[src/sv/gclp_pkg.sv]
// Package for the G-code line field parser: widths, character codes, slot codes,
// the parse phase enum and the structs passed between the pipeline modules.
// Depends on nothing; every other file of the block uses it by scoped names.
`default_nettype none

package gclp_pkg;

	localparam int MAX_WORDS       = 5;
	localparam int FRAC_BITS       = 16;
	localparam int MAX_FRAC_DIGITS = 5;

	localparam int CHAR_W  = 8;
	localparam int ACC_W   = 48;
	localparam int ACCX_W  = ACC_W + 4;
	localparam int VAL_W   = 32;
	localparam int CMD_W   = 16;
	localparam int MASK_W  = 4;
	localparam int NSLOT   = 6;
	localparam int SLOT_W  = 3;
	localparam int FRAC_W  = $clog2(MAX_FRAC_DIGITS + 1);
	localparam int WCNT_W  = $clog2(MAX_WORDS + 1);
	localparam int P_W     = $clog2(10 ** MAX_FRAC_DIGITS + 1);
	localparam int NUM_W   = ACC_W + FRAC_BITS;
	localparam int REM_W   = P_W + VAL_W;
	localparam int DIV_STAGES = 8;
	localparam int BPS        = VAL_W / DIV_STAGES;
	localparam int RES_DEPTH  = 2;
	localparam int RES_AW     = $clog2(RES_DEPTH);
	localparam int RES_CW     = $clog2(RES_DEPTH + 1);

	typedef logic [CHAR_W-1:0] char_t;
	typedef logic [ACC_W-1:0]  acc_t;
	typedef logic [ACCX_W-1:0] accx_t;
	typedef logic [VAL_W-1:0]  val_t;
	typedef logic [CMD_W-1:0]  cmd_t;
	typedef logic [MASK_W-1:0] mask_t;
	typedef logic [SLOT_W-1:0] slot_t;
	typedef logic [FRAC_W-1:0] frac_t;
	typedef logic [WCNT_W:0]   wcnt_x_t;
	typedef logic [WCNT_W-1:0] wcnt_t;
	typedef logic [P_W-1:0]    pow_t;
	typedef logic [NUM_W-1:0]  num_t;
	typedef logic [REM_W-1:0]  rem_t;
	typedef logic [RES_CW-1:0] rcnt_t;

	localparam acc_t ACC_CAP = (acc_t'(1) << (ACC_W - 1)) - acc_t'(1);
	localparam val_t VAL_MAX = {1'b0, {(VAL_W-1){1'b1}}};
	localparam val_t VAL_MIN = {1'b1, {(VAL_W-1){1'b0}}};
	localparam cmd_t CMD_MAX = {1'b0, {(CMD_W-1){1'b1}}};
	localparam cmd_t CMD_MIN = {1'b1, {(CMD_W-1){1'b0}}};

	localparam char_t CH_G     = "G";
	localparam char_t CH_M     = "M";
	localparam char_t CH_H     = "H";
	localparam char_t CH_X     = "X";
	localparam char_t CH_Y     = "Y";
	localparam char_t CH_Z     = "Z";
	localparam char_t CH_E     = "E";
	localparam char_t CH_F     = "F";
	localparam char_t CH_T     = "T";
	localparam char_t CH_SP    = " ";
	localparam char_t CH_LF    = 8'h0A;
	localparam char_t CH_CR    = 8'h0D;
	localparam char_t CH_PLUS  = "+";
	localparam char_t CH_MINUS = "-";
	localparam char_t CH_DOT   = ".";
	localparam char_t CH_0     = "0";
	localparam char_t CH_9     = "9";

	localparam logic [1:0] LET_G = 2'd0;
	localparam logic [1:0] LET_M = 2'd1;
	localparam logic [1:0] LET_H = 2'd2;

	localparam slot_t SLOT_X   = 3'd0;
	localparam slot_t SLOT_Y   = 3'd1;
	localparam slot_t SLOT_Z   = 3'd2;
	localparam slot_t SLOT_E   = 3'd3;
	localparam slot_t SLOT_F   = 3'd4;
	localparam slot_t SLOT_T   = 3'd5;
	localparam slot_t SLOT_CMD = 3'd6;

	typedef enum logic [2:0] {
		PH_LINE_START,
		PH_NUM_BEGIN,
		PH_NUM_INT,
		PH_NUM_FRAC,
		PH_NUM_JUNK,
		PH_WORD_START,
		PH_SKIP
	} phase_t;

	typedef struct packed {
		logic       vld;
		logic       commit;
		logic       eol;
		slot_t      slot;
		acc_t       accum;
		frac_t      frac;
		logic       neg;
		logic       letter_ok;
		logic [1:0] letter_code;
	} ev_t;

	typedef struct packed {
		logic       vld;
		logic       commit;
		logic       eol;
		slot_t      slot;
		logic       neg;
		logic       sat;
		cmd_t       cmd;
		rem_t       rem;
		val_t       quo;
		pow_t       p;
		logic       letter_ok;
		logic [1:0] letter_code;
	} div_t;

	typedef struct packed {
		logic       accepted;
		logic [1:0] cmd_letter;
		cmd_t       cmd_number;
		mask_t      given_mask;
		val_t       x_value;
		val_t       y_value;
		val_t       z_value;
		val_t       e_value;
		val_t       feed_value;
		val_t       tool_value;
	} res_t;

	function automatic pow_t pow10(input frac_t f);
		pow_t r;
		r = pow_t'(1);
		for (int i = 1; i <= MAX_FRAC_DIGITS; i++) begin
			if (frac_t'(i) == f) begin
				r = pow_t'(10 ** i);
			end
		end
		return r;
	endfunction

endpackage

`default_nettype wire

[src/sv/gclp_if.sv]
// Handshake channels of the G-code line field parser: the character channel
// and the result channel. Depends on gclp_pkg for the field widths.
`default_nettype none

interface gclp_char_if;
	logic                               valid;
	logic                               ready;
	logic [gclp_pkg::CHAR_W-1:0]        character;

	modport source (output valid, output character, input ready);
	modport sink (input valid, input character, output ready);
endinterface

interface gclp_res_if;
	logic                               valid;
	logic                               ready;
	logic                               accepted;
	logic [1:0]                         cmd_letter;
	logic signed [gclp_pkg::CMD_W-1:0]  cmd_number;
	logic [gclp_pkg::MASK_W-1:0]        given_mask;
	logic signed [gclp_pkg::VAL_W-1:0]  x_value;
	logic signed [gclp_pkg::VAL_W-1:0]  y_value;
	logic signed [gclp_pkg::VAL_W-1:0]  z_value;
	logic signed [gclp_pkg::VAL_W-1:0]  e_value;
	logic signed [gclp_pkg::VAL_W-1:0]  feed_value;
	logic signed [gclp_pkg::VAL_W-1:0]  tool_value;

	modport source (output valid, output accepted, output cmd_letter, output cmd_number,
		output given_mask, output x_value, output y_value, output z_value, output e_value,
		output feed_value, output tool_value, input ready);
	modport sink (input valid, input accepted, input cmd_letter, input cmd_number,
		input given_mask, input x_value, input y_value, input z_value, input e_value,
		input feed_value, input tool_value, output ready);
endinterface

`default_nettype wire

[src/sv/gclp_parser.sv]
// Character parser: the line state machine and the decimal digit accumulator.
// Emits one event per completed number or end of a non-empty line. Depends on gclp_pkg, gclp_if.
`default_nettype none

module gclp_parser (
	input  wire logic          clk,
	input  wire logic          arst_n,
	gclp_char_if.sink          chr,
	input  wire logic          adv,
	output gclp_pkg::ev_t      ev_s1
);

	gclp_pkg::phase_t  phase_q, phase_d;
	logic              nonempty_q, nonempty_d;
	logic [1:0]        letter_code_q, letter_code_d;
	logic              letter_ok_q, letter_ok_d;
	gclp_pkg::wcnt_t   wcnt_q, wcnt_d;
	gclp_pkg::slot_t   cur_q, cur_d;
	gclp_pkg::acc_t    acc_q, acc_d;
	gclp_pkg::frac_t   frac_q, frac_d;
	logic              neg_q, neg_d;

	gclp_pkg::char_t   c;
	logic              accept;
	logic              is_term;
	logic              is_digit;
	logic              in_num;
	logic              commit;
	logic [3:0]        dval;
	gclp_pkg::accx_t   acc_x10;
	gclp_pkg::acc_t    acc_inc;
	gclp_pkg::slot_t   word_slot;
	logic              word_hit;
	gclp_pkg::ev_t     ev_d;

	assign chr.ready = adv;
	assign accept    = chr.valid & adv;
	assign c         = chr.character;
	assign is_term   = (c == gclp_pkg::CH_LF) || (c == gclp_pkg::CH_CR);
	assign is_digit  = (c >= gclp_pkg::CH_0) && (c <= gclp_pkg::CH_9);
	assign in_num    = (phase_q == gclp_pkg::PH_NUM_BEGIN) || (phase_q == gclp_pkg::PH_NUM_INT) ||
		(phase_q == gclp_pkg::PH_NUM_FRAC) || (phase_q == gclp_pkg::PH_NUM_JUNK);
	assign commit    = accept && in_num && (is_term || (c == gclp_pkg::CH_SP));
	assign dval      = 4'(c - gclp_pkg::CH_0);

	// Multiply by ten as two shifts and an add, saturating at the accumulator cap.
	assign acc_x10 = (gclp_pkg::accx_t'(acc_q) << 3) + (gclp_pkg::accx_t'(acc_q) << 1) +
		gclp_pkg::accx_t'(dval);
	assign acc_inc = (acc_x10 > gclp_pkg::accx_t'(gclp_pkg::ACC_CAP)) ? gclp_pkg::ACC_CAP :
		acc_x10[gclp_pkg::ACC_W-1:0];

	always_comb begin
		word_hit  = 1'b1;
		word_slot = gclp_pkg::SLOT_X;
		unique case (c)
			gclp_pkg::CH_X: word_slot = gclp_pkg::SLOT_X;
			gclp_pkg::CH_Y: word_slot = gclp_pkg::SLOT_Y;
			gclp_pkg::CH_Z: word_slot = gclp_pkg::SLOT_Z;
			gclp_pkg::CH_E: word_slot = gclp_pkg::SLOT_E;
			gclp_pkg::CH_F: word_slot = gclp_pkg::SLOT_F;
			gclp_pkg::CH_T: word_slot = gclp_pkg::SLOT_T;
			default: word_hit = 1'b0;
		endcase
	end

	always_comb begin
		phase_d       = phase_q;
		nonempty_d    = nonempty_q;
		letter_code_d = letter_code_q;
		letter_ok_d   = letter_ok_q;
		wcnt_d        = wcnt_q;
		cur_d         = cur_q;
		acc_d         = acc_q;
		frac_d        = frac_q;
		neg_d         = neg_q;
		if (accept) begin
			if (is_term) begin
				phase_d       = gclp_pkg::PH_LINE_START;
				nonempty_d    = 1'b0;
				letter_code_d = gclp_pkg::LET_G;
				letter_ok_d   = 1'b0;
				wcnt_d        = '0;
				cur_d         = gclp_pkg::SLOT_X;
				acc_d         = '0;
				frac_d        = '0;
				neg_d         = 1'b0;
			end else begin
				nonempty_d = 1'b1;
				unique case (phase_q)
					gclp_pkg::PH_LINE_START: begin
						if (c == gclp_pkg::CH_G || c == gclp_pkg::CH_M || c == gclp_pkg::CH_H) begin
							letter_ok_d   = 1'b1;
							letter_code_d = (c == gclp_pkg::CH_G) ? gclp_pkg::LET_G :
								(c == gclp_pkg::CH_M) ? gclp_pkg::LET_M : gclp_pkg::LET_H;
							cur_d   = gclp_pkg::SLOT_CMD;
							acc_d   = '0;
							frac_d  = '0;
							neg_d   = 1'b0;
							phase_d = gclp_pkg::PH_NUM_BEGIN;
						end else begin
							phase_d = gclp_pkg::PH_SKIP;
						end
					end
					gclp_pkg::PH_NUM_BEGIN, gclp_pkg::PH_NUM_INT,
					gclp_pkg::PH_NUM_FRAC, gclp_pkg::PH_NUM_JUNK: begin
						if (c == gclp_pkg::CH_SP) begin
							if (cur_q == gclp_pkg::SLOT_CMD) begin
								wcnt_d  = '0;
								phase_d = gclp_pkg::PH_WORD_START;
							end else if ((gclp_pkg::wcnt_x_t'(wcnt_q) + 1'b1) >=
								gclp_pkg::wcnt_x_t'(gclp_pkg::MAX_WORDS)) begin
								phase_d = gclp_pkg::PH_SKIP;
							end else begin
								wcnt_d  = wcnt_q + 1'b1;
								phase_d = gclp_pkg::PH_WORD_START;
							end
						end else if (phase_q == gclp_pkg::PH_NUM_FRAC) begin
							if (is_digit) begin
								if (frac_q < gclp_pkg::frac_t'(gclp_pkg::MAX_FRAC_DIGITS)) begin
									acc_d  = acc_inc;
									frac_d = frac_q + 1'b1;
								end
							end else begin
								phase_d = gclp_pkg::PH_NUM_JUNK;
							end
						end else if (phase_q != gclp_pkg::PH_NUM_JUNK) begin
							priority if (phase_q == gclp_pkg::PH_NUM_BEGIN &&
								(c == gclp_pkg::CH_PLUS || c == gclp_pkg::CH_MINUS)) begin
								neg_d   = (c == gclp_pkg::CH_MINUS);
								phase_d = gclp_pkg::PH_NUM_INT;
							end else if (is_digit) begin
								acc_d   = acc_inc;
								phase_d = gclp_pkg::PH_NUM_INT;
							end else if (c == gclp_pkg::CH_DOT && cur_q != gclp_pkg::SLOT_CMD) begin
								phase_d = gclp_pkg::PH_NUM_FRAC;
							end else begin
								phase_d = gclp_pkg::PH_NUM_JUNK;
							end
						end
					end
					gclp_pkg::PH_WORD_START: begin
						if (word_hit) begin
							cur_d   = word_slot;
							acc_d   = '0;
							frac_d  = '0;
							neg_d   = 1'b0;
							phase_d = gclp_pkg::PH_NUM_BEGIN;
						end else begin
							phase_d = gclp_pkg::PH_SKIP;
						end
					end
					gclp_pkg::PH_SKIP: begin
					end
					default: phase_d = gclp_pkg::PH_LINE_START;
				endcase
			end
		end
	end

	always_comb begin
		ev_d.vld         = commit || (accept && is_term && nonempty_q);
		ev_d.commit      = commit;
		ev_d.eol         = accept && is_term && nonempty_q;
		ev_d.slot        = cur_q;
		ev_d.accum       = acc_q;
		ev_d.frac        = frac_q;
		ev_d.neg         = neg_q;
		ev_d.letter_ok   = letter_ok_q;
		ev_d.letter_code = letter_code_q;
	end

	always_ff @(posedge clk or negedge arst_n) begin
		if (!arst_n) begin
			phase_q       <= gclp_pkg::PH_LINE_START;
			nonempty_q    <= 1'b0;
			letter_code_q <= gclp_pkg::LET_G;
			letter_ok_q   <= 1'b0;
			wcnt_q        <= '0;
			cur_q         <= gclp_pkg::SLOT_X;
			acc_q         <= '0;
			frac_q        <= '0;
			neg_q         <= 1'b0;
			ev_s1         <= '0;
		end else begin
			phase_q       <= phase_d;
			nonempty_q    <= nonempty_d;
			letter_code_q <= letter_code_d;
			letter_ok_q   <= letter_ok_d;
			wcnt_q        <= wcnt_d;
			cur_q         <= cur_d;
			acc_q         <= acc_d;
			frac_q        <= frac_d;
			neg_q         <= neg_d;
			if (adv) begin
				ev_s1 <= ev_d;
			end
		end
	end

endmodule

`default_nettype wire

[src/sv/gclp_convert.sv]
// Number conversion pipeline: decimal accumulator to saturated fixed point by a
// pipelined restoring division, plus command number saturation. Depends on gclp_pkg.
`default_nettype none

module gclp_convert (
	input  wire logic          clk,
	input  wire logic          arst_n,
	input  wire logic          adv,
	input  gclp_pkg::ev_t      ev_s1,
	output gclp_pkg::div_t     last
);

	gclp_pkg::div_t  div_s [0:gclp_pkg::DIV_STAGES];
	gclp_pkg::div_t  step_d [1:gclp_pkg::DIV_STAGES];
	gclp_pkg::div_t  pre_d;
	gclp_pkg::pow_t  p;
	gclp_pkg::num_t  num;
	gclp_pkg::num_t  thr;
	gclp_pkg::cmd_t  cmd;

	function automatic gclp_pkg::div_t div_step(input gclp_pkg::div_t a, input int top);
		gclp_pkg::div_t r;
		gclp_pkg::rem_t sh;
		r = a;
		for (int j = 0; j < gclp_pkg::BPS; j++) begin
			sh = gclp_pkg::rem_t'(r.p) << (top - j);
			if (r.rem >= sh) begin
				r.rem = r.rem - sh;
				r.quo = {r.quo[gclp_pkg::VAL_W-2:0], 1'b1};
			end else begin
				r.quo = {r.quo[gclp_pkg::VAL_W-2:0], 1'b0};
			end
		end
		return r;
	endfunction

	// Dividend is accum * 2^FRAC_BITS plus half the divisor, so the quotient rounds.
	always_comb begin
		p   = gclp_pkg::pow10(ev_s1.frac);
		num = (gclp_pkg::num_t'(ev_s1.accum) << gclp_pkg::FRAC_BITS) + gclp_pkg::num_t'(p >> 1);
		thr = (gclp_pkg::num_t'(p) << (gclp_pkg::VAL_W - 1)) +
			(ev_s1.neg ? gclp_pkg::num_t'(p) : '0);
		if (ev_s1.neg) begin
			cmd = (ev_s1.accum > gclp_pkg::acc_t'(gclp_pkg::CMD_MIN)) ? gclp_pkg::CMD_MIN :
				gclp_pkg::cmd_t'(-ev_s1.accum[gclp_pkg::CMD_W-1:0]);
		end else begin
			cmd = (ev_s1.accum > gclp_pkg::acc_t'(gclp_pkg::CMD_MAX)) ? gclp_pkg::CMD_MAX :
				ev_s1.accum[gclp_pkg::CMD_W-1:0];
		end
		pre_d.vld         = ev_s1.vld;
		pre_d.commit      = ev_s1.commit;
		pre_d.eol         = ev_s1.eol;
		pre_d.slot        = ev_s1.slot;
		pre_d.neg         = ev_s1.neg;
		pre_d.sat         = (num >= thr);
		pre_d.cmd         = cmd;
		pre_d.rem         = gclp_pkg::rem_t'(num);
		pre_d.quo         = '0;
		pre_d.p           = p;
		pre_d.letter_ok   = ev_s1.letter_ok;
		pre_d.letter_code = ev_s1.letter_code;
	end

	always_comb begin
		for (int k = 1; k <= gclp_pkg::DIV_STAGES; k++) begin
			step_d[k] = div_step(div_s[k-1], gclp_pkg::VAL_W - 1 - (k - 1) * gclp_pkg::BPS);
		end
	end

	always_ff @(posedge clk or negedge arst_n) begin
		if (!arst_n) begin
			for (int k = 0; k <= gclp_pkg::DIV_STAGES; k++) begin
				div_s[k] <= '0;
			end
		end else if (adv) begin
			div_s[0] <= pre_d;
			for (int k = 1; k <= gclp_pkg::DIV_STAGES; k++) begin
				div_s[k] <= step_d[k];
			end
		end
	end

	assign last = div_s[gclp_pkg::DIV_STAGES];

endmodule

`default_nettype wire

[src/sv/gclp_assemble.sv]
// Result assembly: per-line word value registers, the finished-line record and a
// two-entry result queue feeding the output channel. Depends on gclp_pkg, gclp_if.
`default_nettype none

module gclp_assemble (
	input  wire logic          clk,
	input  wire logic          arst_n,
	input  gclp_pkg::div_t     last,
	output logic               adv,
	gclp_res_if.source         res
);

	gclp_pkg::val_t   word_q [gclp_pkg::NSLOT];
	gclp_pkg::val_t   word_n [gclp_pkg::NSLOT];
	gclp_pkg::mask_t  present_q, present_n;
	gclp_pkg::cmd_t   cmd_q, cmd_n;
	gclp_pkg::val_t   val;
	logic             take;
	logic             wr;
	logic             push;
	logic             pop;
	logic             full;
	gclp_pkg::res_t   res_d;
	gclp_pkg::res_t   head;
	gclp_pkg::res_t   fifo_q [gclp_pkg::RES_DEPTH];
	logic [gclp_pkg::RES_AW-1:0] wp_q, rp_q;
	gclp_pkg::rcnt_t  cnt_q;

	assign full = (cnt_q == gclp_pkg::rcnt_t'(gclp_pkg::RES_DEPTH));
	assign adv  = !(last.vld && last.eol && full);
	assign take = last.vld && adv;
	assign wr   = take && last.commit;
	assign push = take && last.eol;
	assign pop  = res.valid && res.ready;

	always_comb begin
		if (last.sat) begin
			val = last.neg ? gclp_pkg::VAL_MIN : gclp_pkg::VAL_MAX;
		end else begin
			val = last.neg ? -last.quo : last.quo;
		end
	end

	always_comb begin
		for (int k = 0; k < gclp_pkg::NSLOT; k++) begin
			word_n[k] = (wr && last.slot == gclp_pkg::slot_t'(k)) ? val : word_q[k];
		end
		for (int k = 0; k < gclp_pkg::MASK_W; k++) begin
			present_n[k] = present_q[k] | (wr && last.slot == gclp_pkg::slot_t'(k));
		end
		cmd_n = (wr && last.slot == gclp_pkg::SLOT_CMD) ? last.cmd : cmd_q;
	end

	always_comb begin
		res_d.accepted   = last.letter_ok;
		res_d.cmd_letter = last.letter_code;
		res_d.cmd_number = cmd_n;
		res_d.given_mask = present_n;
		res_d.x_value    = word_n[gclp_pkg::SLOT_X];
		res_d.y_value    = word_n[gclp_pkg::SLOT_Y];
		res_d.z_value    = word_n[gclp_pkg::SLOT_Z];
		res_d.e_value    = word_n[gclp_pkg::SLOT_E];
		res_d.feed_value = word_n[gclp_pkg::SLOT_F];
		res_d.tool_value = word_n[gclp_pkg::SLOT_T];
	end

	always_ff @(posedge clk or negedge arst_n) begin
		if (!arst_n) begin
			for (int k = 0; k < gclp_pkg::NSLOT; k++) begin
				word_q[k] <= '0;
			end
			present_q <= '0;
			cmd_q     <= '0;
		end else if (take) begin
			if (last.eol) begin
				for (int k = 0; k < gclp_pkg::NSLOT; k++) begin
					word_q[k] <= '0;
				end
				present_q <= '0;
				cmd_q     <= '0;
			end else begin
				word_q    <= word_n;
				present_q <= present_n;
				cmd_q     <= cmd_n;
			end
		end
	end

	always_ff @(posedge clk) begin
		if (push) begin
			fifo_q[wp_q] <= res_d;
		end
	end

	always_ff @(posedge clk or negedge arst_n) begin
		if (!arst_n) begin
			wp_q  <= '0;
			rp_q  <= '0;
			cnt_q <= '0;
		end else begin
			if (push) begin
				wp_q <= wp_q + 1'b1;
			end
			if (pop) begin
				rp_q <= rp_q + 1'b1;
			end
			if (push && !pop) begin
				cnt_q <= cnt_q + 1'b1;
			end else if (pop && !push) begin
				cnt_q <= cnt_q - 1'b1;
			end
		end
	end

	assign head           = fifo_q[rp_q];
	assign res.valid      = (cnt_q != '0);
	assign res.accepted   = head.accepted;
	assign res.cmd_letter = head.cmd_letter;
	assign res.cmd_number = head.cmd_number;
	assign res.given_mask = head.given_mask;
	assign res.x_value    = head.x_value;
	assign res.y_value    = head.y_value;
	assign res.z_value    = head.z_value;
	assign res.e_value    = head.e_value;
	assign res.feed_value = head.feed_value;
	assign res.tool_value = head.tool_value;

endmodule

`default_nettype wire

[src/sv/gcode_line_field_parser.sv]
// G-code line field parser, top level.
// Characters enter on the chr channel, one item per cycle at most; every item
// with valid and ready high at a rising edge of clk is taken.
// A line ends at a newline or carriage return. A non-empty line gives one item
// on the res channel: accept flag, command letter and number, the given mask
// and six Q16.16 word values. An empty line gives nothing.
// Throughput is one character per cycle while chr.ready is high. A line's result
// passes through the parser's event register, the conversion set-up register and
// the stages of the pipelined divider that turns each number into fixed point
// (four quotient bits per stage), then is written into the queue that drives res.
// Results wait in a two-entry queue. While res.ready is low, characters keep
// flowing until the queue is full and another line end reaches the pipeline's
// end; then chr.ready drops and the whole pipeline holds until a result leaves.
// Asynchronous reset (arst_n low) empties the pipeline and queue and puts the
// parser at the start of a line.
// Depends on gclp_pkg, gclp_if, gclp_parser, gclp_convert and gclp_assemble.
`default_nettype none

module gcode_line_field_parser (
	input  wire logic   clk,
	input  wire logic   arst_n,
	gclp_char_if.sink   chr,
	gclp_res_if.source  res
);

	logic            adv;
	gclp_pkg::ev_t   ev_s1;
	gclp_pkg::div_t  last;

	gclp_parser u_parser (
		.clk    (clk),
		.arst_n (arst_n),
		.chr    (chr),
		.adv    (adv),
		.ev_s1  (ev_s1)
	);

	gclp_convert u_convert (
		.clk    (clk),
		.arst_n (arst_n),
		.adv    (adv),
		.ev_s1  (ev_s1),
		.last   (last)
	);

	gclp_assemble u_assemble (
		.clk    (clk),
		.arst_n (arst_n),
		.last   (last),
		.adv    (adv),
		.res    (res)
	);

endmodule

`default_nettype wire
[src/flat_wrapper.sv]
// flat-port wrapper written by rule: the top's interface ports become plain ports
module gcode_line_field_parser_flat 
  (clk, arst_n, chr_valid, chr_character, chr_ready, res_valid, res_accepted, res_cmd_letter, res_cmd_number, res_given_mask, res_x_value, res_y_value, res_z_value, res_e_value, res_feed_value, res_tool_value, res_ready);
  gclp_char_if chr_i ();
  gclp_res_if res_i ();
  input  wire logic clk;
  input  wire logic arst_n;
  input wire logic [$bits(chr_i.valid)-1:0] chr_valid;
  input wire logic [$bits(chr_i.character)-1:0] chr_character;
  output wire logic [$bits(chr_i.ready)-1:0] chr_ready;
  output wire logic [$bits(res_i.valid)-1:0] res_valid;
  output wire logic [$bits(res_i.accepted)-1:0] res_accepted;
  output wire logic [$bits(res_i.cmd_letter)-1:0] res_cmd_letter;
  output wire logic [$bits(res_i.cmd_number)-1:0] res_cmd_number;
  output wire logic [$bits(res_i.given_mask)-1:0] res_given_mask;
  output wire logic [$bits(res_i.x_value)-1:0] res_x_value;
  output wire logic [$bits(res_i.y_value)-1:0] res_y_value;
  output wire logic [$bits(res_i.z_value)-1:0] res_z_value;
  output wire logic [$bits(res_i.e_value)-1:0] res_e_value;
  output wire logic [$bits(res_i.feed_value)-1:0] res_feed_value;
  output wire logic [$bits(res_i.tool_value)-1:0] res_tool_value;
  input wire logic [$bits(res_i.ready)-1:0] res_ready;
  assign chr_i.valid = chr_valid;
  assign chr_i.character = chr_character;
  assign chr_ready = chr_i.ready;
  assign res_valid = res_i.valid;
  assign res_accepted = res_i.accepted;
  assign res_cmd_letter = res_i.cmd_letter;
  assign res_cmd_number = res_i.cmd_number;
  assign res_given_mask = res_i.given_mask;
  assign res_x_value = res_i.x_value;
  assign res_y_value = res_i.y_value;
  assign res_z_value = res_i.z_value;
  assign res_e_value = res_i.e_value;
  assign res_feed_value = res_i.feed_value;
  assign res_tool_value = res_i.tool_value;
  assign res_i.ready = res_ready;
  gcode_line_field_parser u_core (.clk(clk), .arst_n(arst_n), .chr(chr_i), .res(res_i));
endmodule
[config.mk]
export PLATFORM = sky130hd
export DESIGN_NAME = gcode_line_field_parser_flat
export DESIGN_NICKNAME = d
export VERILOG_FILES = /design/src/sv/gclp_pkg.sv /design/src/sv/gclp_if.sv /design/src/sv/gclp_parser.sv /design/src/sv/gclp_convert.sv /design/src/sv/gclp_assemble.sv /design/src/sv/gcode_line_field_parser.sv /design/src/flat_wrapper.sv
export SDC_FILE = /design/constraint.sdc
export NUM_CORES = 2
export LEC_CHECK = 0
export BUFFER_PORTS_ARGS = -buffer_cell sky130_fd_sc_hd__buf_2
export CAP_MARGIN = 15
export CORE_ASPECT_RATIO = 1.2
export CORE_MARGIN = 3
export CORE_UTILIZATION = 45
export DETAILED_ROUTE_END_ITERATION = 12
export PLACE_DENSITY = 0.6
export SLEW_MARGIN = 10
export SYNTH_ARGS = -nofsm -noshare
export SYNTH_HDL_FRONTEND = slang
export SYNTH_SLANG_ARGS = --single-unit
[constraint.sdc]
create_clock -name clk -period 36 [get_ports clk]
set_input_delay 5.4 -clock clk [delete_from_list [all_inputs] [get_ports clk]]
set_output_delay 5.4 -clock clk [all_outputs]
set_load 0.03 [all_outputs]
After elaboration in Yosys (flattened, before gate mapping)

Memory sizes are Yosys's and may differ from the RTL's.
Index checks and enable logic that the tools add are counted.

$add $sub $neg: 45
$mul: 0
Divide/modulo/power cells: 0
Magnitude comparators: 40
Equal/unequal tests: 54
Shift operators: 0
Mux-type cells: 150
Bitwise operators: 5
Reduce and logical (&&, ||, !) cells: 53

Operators with widths:

| cell                                                                               | number |
|---|---|
| 49-bit 2-to-1 mux                                                                  | 31 |
| 48-bit 2-to-1 mux                                                                  | 11 |
| 32-bit 2-to-1 mux                                                                  | 9 |
| 192-bit 2-to-1 mux                                                                 | 1 |
| 48-bit case mux with 3 select lines                                                | 1 |
| 16-bit 2-to-1 mux                                                                  | 5 |
| 3-bit 2-to-1 mux                                                                   | 25 |
| 8-bit by 7-bit equality test with 1-bit output (second input constant)             | 9 |
| 64-bit by 16-bit adder with 64-bit output                                          | 1 |
| 64-bit by 49-bit greater-or-equal comparator with 1-bit output                     | 1 |
| 51-bit by 49-bit adder with 52-bit output                                          | 1 |
| 52-bit by 4-bit adder with 52-bit output                                           | 1 |
| 52-bit by 47-bit greater-than comparator with 1-bit output (second input constant) | 1 |
| 48-bit by 17-bit adder with 49-bit output                                          | 1 |
| 49-bit by 17-bit greater-or-equal comparator with 1-bit output                     | 1 |
| 49-bit by 18-bit greater-or-equal comparator with 1-bit output                     | 1 |
| 49-bit by 19-bit greater-or-equal comparator with 1-bit output                     | 1 |
| 49-bit by 20-bit greater-or-equal comparator with 1-bit output                     | 1 |
| 49-bit by 21-bit greater-or-equal comparator with 1-bit output                     | 1 |
| 49-bit by 22-bit greater-or-equal comparator with 1-bit output                     | 1 |
| 49-bit by 23-bit greater-or-equal comparator with 1-bit output                     | 1 |
| 49-bit by 24-bit greater-or-equal comparator with 1-bit output                     | 1 |
| 49-bit by 25-bit greater-or-equal comparator with 1-bit output                     | 1 |
| 49-bit by 26-bit greater-or-equal comparator with 1-bit output                     | 1 |
| other kinds (107)                                                                  | 239 |

Register bits after elaboration: 1,257
Bits in latches: 0
Memory bits (writable): 430
Bits in read-only memories: 0
Bits of input ports: 12
Output and inout bits: 217
Logic and storage cells: 482
Memories: 1

Memories:

| memory                   | depth | width | read ports | clocked after memory_dff | write ports | RTL line            | text |
|---|---|---|---|---|---|---|---|
| u_core.u_assemble.fifo_q | 2     | 215   | 1          | 0                        | 1           | gclp_assemble.sv:25 | `gclp_pkg::res_t fifo_q [gclp_pkg::RES_DEPTH];` |

Depth between registers and ports, before layout

Depth in word-level cells: 11
Gate-level depth with buffers: 74

Cells and area by module

From an unflattened synthesis, not the netlist that was laid out.

Cells, all modules: 12,431
Area, all modules: 115,208.0 um^2

By module, submodules not included:

| module        | times used | cells each | area each (um^2) |
|---|---|---|---|
| gclp_convert  | 1          | 9,451      | 79,272.3 |
| gclp_assemble | 1          | 2,007      | 26,839.5 |
| gclp_parser   | 1          | 973        | 9,096.2 |

Worst setup path before layout

No wires, ideal clock.

Path type: reg2reg
Start: reg u_core.u_convert.div_s[567] (netlist name)
End: reg u_core.u_convert.div_s[449] (netlist name)
Data arrival time: 13.547 ns
Data required time: 35.868 ns
Slack: 22.322 ns
Cell stages (with the launch flop): 70
Period minus slack after synthesis: 13.678 ns
Path through: dfrtp_1 > inv_1 > ha_1 > inv_1 > fa_1 > a211oi_1 > o21a_1 > o31ai_1 > a21o_1 > nor3_2 > clkbuf_1 > mux2i_1 > inv_1 > ha_1 > nor2b_1 > o21ai_0 > a21boi_0 > o21ai_0 > (+34 left out) > nand2b_1 > a21o_1 > a21o_1 > a21o_1 > a21o_1 > a21o_1 > a21o_1 > a21o_1 > a21oi_1 > a21bo_2 > a211oi_2 > and2_2 > and3_1 > buf_4 > buf_6 > nor2_1 > a211oi_1 > a21oi_1

Longest elaborated chain between the ends: 8
Elaborated cells on any way between the ends: 12
Classes of those cells: 4 x add/sub; 4 x order compare; 4 x mux

Ends and longest elaborated chain:

| element                                                                                                                          | RTL line                               | text |
|---|---|---|
| start, declared                                                                                                                  | gclp_convert.sv:13                     | `gclp_pkg::div_t div_s [0:gclp_pkg::DIV_STAGES];` |
| start signal, assigned by index                                                                                                  | gclp_convert.sv:78                     | `div_s[k] <= step_d[k];` |
| 49-bit by 32-bit subtractor with 49-bit output or 49-bit by 32-bit greater-or-equal comparator with 1-bit output (tied branches) | gclp_convert.sv:28, gclp_convert.sv:27 |  |
| 49-bit 2-to-1 mux *                                                                                                              | gclp_convert.sv:27                     | `if (r.rem >= sh) begin` |
| 49-bit by 31-bit subtractor with 49-bit output or 49-bit by 31-bit greater-or-equal comparator with 1-bit output (tied branches) | gclp_convert.sv:28, gclp_convert.sv:27 |  |
| 49-bit 2-to-1 mux *                                                                                                              | gclp_convert.sv:27                     |  |
| 49-bit by 30-bit subtractor with 49-bit output or 49-bit by 30-bit greater-or-equal comparator with 1-bit output (tied branches) | gclp_convert.sv:28, gclp_convert.sv:27 |  |
| 49-bit 2-to-1 mux *                                                                                                              | gclp_convert.sv:27                     |  |
| 49-bit by 29-bit subtractor with 49-bit output or 49-bit by 29-bit greater-or-equal comparator with 1-bit output (tied branches) | gclp_convert.sv:28, gclp_convert.sv:27 |  |
| 49-bit 2-to-1 mux *                                                                                                              | gclp_convert.sv:27                     |  |

Every way passes the cells marked *; elsewhere a longest branch is shown, timed or not.
A chain may end at the register's enable or synchronous reset.

Final worst setup path

Start: reg u_core.u_convert.div_s[567] (netlist name)
End: reg u_core.u_convert.div_s[457] (netlist name)

Same word-level chain as after synthesis.

==> metrics.md <==
| Metric | Value |
|---|---|
| Slowest cell on the critical path | `nor2_1` |
| Syn nets | `13,000` |
| DR WL/cell | `between 15 and 20 um` |
| # rows | `slightly below 200` |
| Slew headroom | `0.160` |
| Worst stage delay on the critical path | `720 ps` |
| DRT iter0 DRCs | `6,574` |
| Crit start category | `register` |
| Path type of the worst min-delay path | `register to register` |
| Root buffer cell | `clkbuf_16` |
| Synth top area cells | `dfrtp_1 26%, edfxtp_1 12%, nand2_1 8.3%, ha_1 6.7%, xnor2_1 4.2%` |
| Syn. warnings | `0` |
| Top-count cell post-synth | `nand2_1` |
| H-tree Lvls | `4` |
| Detailed placement HPWL | `230 mm` |
| Avg Synthesized Cell Area | `8.60 um2` |
| Final Hold Violating Endpoints | `0` |
| Synth Instances | `around 12,000` |
| Remaining global-route overflow | `0` |
| Cell area after synthesis | `0.107 mm2` |
| Max frequency | `59.4 MHz` |
| Number of port buffers | `~230` |
| Synthesis-stage register bit count | `around 1,500` |
| CTS max path bufs | `4` |
| Cell repeated most along the worst path | `o21ai_0` |
| Final nets | `13,000` |
| TritonRoute pass-1 iters | `6` |
| Die ar. | `about 0.24 mm2` |
| EDFF count, synth | `430` |
| Post-route ant nets | `0` |
| Synth cell count leaders | `2,370 x nand2_1, 1,113 x dfrtp_1, 948 x nor2_1, 822 x a21oi_1, 820 x o21ai_0` |
| Num ports | `229` |
| Post-cts resize count | `0` |
| Crit end category | `register` |
| Sequential Area | `0.0408 mm2` |
| CP arrival | `17,440 ps` |
| Worst r2r path cells | `64` |
| Distinct cells, synth | `135` |
| Maxcap violations | `0` |
| CP max FO | `31` |
| Final std cells w/o fill | `15,700` |
| Hold buffer count at cts | `0` |
| # setup viols final | `0` |
| Final Skew | `116 ps` |
| Clk slew on worst S/H paths | `60 ps` |
| Die height | `540 um` |
| Tmin final | `between 15,000 and 20,000 ps` |
| Ys async rst share | `0.721` |
| Share of cells above drive strength 1 | `0.0903` |
| Register area share after synthesis | `0.382` |
| Critical path class | `register to register` |
| Vias in the first global route | `89,100` |
| Top_reg_cell synth | `dfrtp_1` |
| CTS Buf Count | `170` |
| Post-Route Setup TNS | `0 ps` |
| Initial antenna violation count | `3` |
| Vias | `91,300` |
| Sink Count | `roughly 1,500` |
| Final Util | `0.494` |
| Max Transition Viols Final | `0` |
| Global-route wire length before repair | `496 mm` |
| WP data required | `roughly 37,000 ps` |
| Status | `completed` |
| Core area | `0.236 mm2` |
| Placer Congestion | `0.930` |
| Setup repair bufs after CTS | `0` |
| Remaining DRCs | `0` |
| Routed WL | `312 mm` |
| CTS tree | `yes` |
| Die width | `between 400 and 500 um` |
| Yosys top cell area share | `0.261` |
| Starting Density | `0.453` |
| Hold path depth | `2` |
| All-Layer GR Usage | `0.248` |
| Filler cells | `22,400` |
| Multi-input gate area | `0.0623 mm2` |
| Worst-Margin Slew | `1250 ps` |
| Vias per cell | `5.82` |
| Clk_lat worst skew | `840 ps` |
| Largest net degree at the start of global routing | `209` |
| Hold Slack | `426 ps` |
| Final period util | `0.468` |
| DP Cell Count | `between 15,000 and 20,000` |
| Post-synth top area cell | `dfrtp_1` |
| RSZ-0062 raised after global routing | `false` |
| Area growth, synth to finish | `9.07%` |
metal layers:
layer,share of wire,GRT usage
met1,0.44,0.326
met2,0.48,0.425
met3,0.044,0.0264
met4,0.036,0.0869
met5,0,0
worst paths after layout:
check,from,endpoint,slack [ps]
max in group asynchronous,arst_n,u_core.u_convert.div_s[219]$_DFFE_PN0N_,27810
worst min-delay path,u_core.u_convert.div_s[752]$_DFFE_PN0N_,u_core.u_convert.div_s[627]$_DFFE_PN0N_,430
worst min register to register,u_core.u_convert.div_s[752]$_DFFE_PN0N_,u_core.u_convert.div_s[627]$_DFFE_PN0N_,430
worst max register to register,u_core.u_convert.div_s[567]$_DFFE_PN0N_,u_core.u_convert.div_s[457]$_DFFE_PN0N_,19170
min in group asynchronous,arst_n,u_core.u_convert.div_s[967]$_DFFE_PN0N_,4540
worst max-delay path,u_core.u_convert.div_s[567]$_DFFE_PN0N_,u_core.u_convert.div_s[457]$_DFFE_PN0N_,19170
critical path, delay by kind of cell, from the launching register on:
family | cells | cell delay [ps]
adder cells (fa/ha/maj) | 5 | 1700
XOR/XNOR | 1 | 140
buffers and inverters | 8 | 1820
AO/OA/AOI/OAI | 34 | 8270
flip-flops | 1 | 400
multiplexers | 1 | 330
AND/OR/NAND/NOR | 15 | 3910
state kept, by name, indices dropped and copies added, names as in the netlist:
signal                         count
u_core.u_assemble.present_q        4
u_core.u_parser.phase_q            3
u_core.u_assemble.word_q         192
u_core.u_assemble.cmd_q           16
u_core.u_parser.letter_code_q      2
u_core.u_convert.last             59
u_core.u_assemble.wp_q             1
u_core.u_parser.neg_q              1
u_core.u_assemble.cnt_q            2
u_core.u_assemble.rp_q             1
u_core.u_parser.frac_q             3
u_core.u_parser.letter_ok_q        1
u_core.u_parser.acc_q             48
u_core.u_parser.cur_q              3
u_core.u_parser.ev_s1             61
u_core.u_convert.div_s           712
u_core.u_parser.nonempty_q         1
u_core.u_parser.wcnt_q             3
u_core.u_assemble.fifo_q         430
area by class of cell:
| cell class | count | share of cell area |
|---|---|---|
| antenna | 4 | 0.0000860 |
| clock buffer | 237 | 0.0416 |
| clock inverter | 67 | 0.00681 |
| inverter | 429 | 0.0139 |
| multi-input combinational | 9893 | 0.535 |
| sequential | 1543 | 0.350 |
| tap | 3152 | 0.0339 |
| timing repair buffer | 349 | 0.0184 |
cell families (layout without fill, tap and decap cells):
logic type,after synthesis,count (layout),share of synthesized area
simple gates,5072,5072,0.221
compound gates,3056,3056,0.184
flops,1543,1543,0.382
buf+inv,982,1082,0.0356
xor+xnor,775,775,0.0637
fa+ha+maj,607,607,0.0734
mux,383,383,0.0396
other cells,0,4,0
per-stage QoR:
step / instance area, um2 / setup WS (ps)
2_1_floorplan: 107000 / 22320
3_3_place_gp: 111000 / 19320
3_5_place_dp: 111000 / 19320
4_1_cts: 116000 / 19220
5_1_grt: 116000 / 17590
6_report: 116000 / 19170
cells in the final DEF, fill, tap and decap left out, types with 115 or more instances in the layout:
| master | n |
|---|---|
| nand2_1 | 2368 |
| dfrtp_1 | 1112 |
| nor2_1 | 944 |
| a21oi_1 | 821 |
| o21ai_0 | 818 |
| ha_1 | 575 |
| xnor2_1 | 506 |
| edfxtp_1 | 430 |
| inv_1 | 427 |
| mux2_2 | 306 |
| nor3_1 | 287 |
| xor2_1 | 268 |
| nand3_1 | 244 |
| buf_2 | 227 |
| a22o_1 | 215 |
| a21o_1 | 178 |
| clkbuf_16 | 172 |
| nand4_1 | 151 |
| nor4_1 | 144 |
| nand2b_1 | 128 |
| nor2b_1 | 122 |
| buf_4 | 115 |
Power is left out: the tool's default activity adds up to more than one toggle a clock period on the data nets, which glitch-free logic cannot reach.
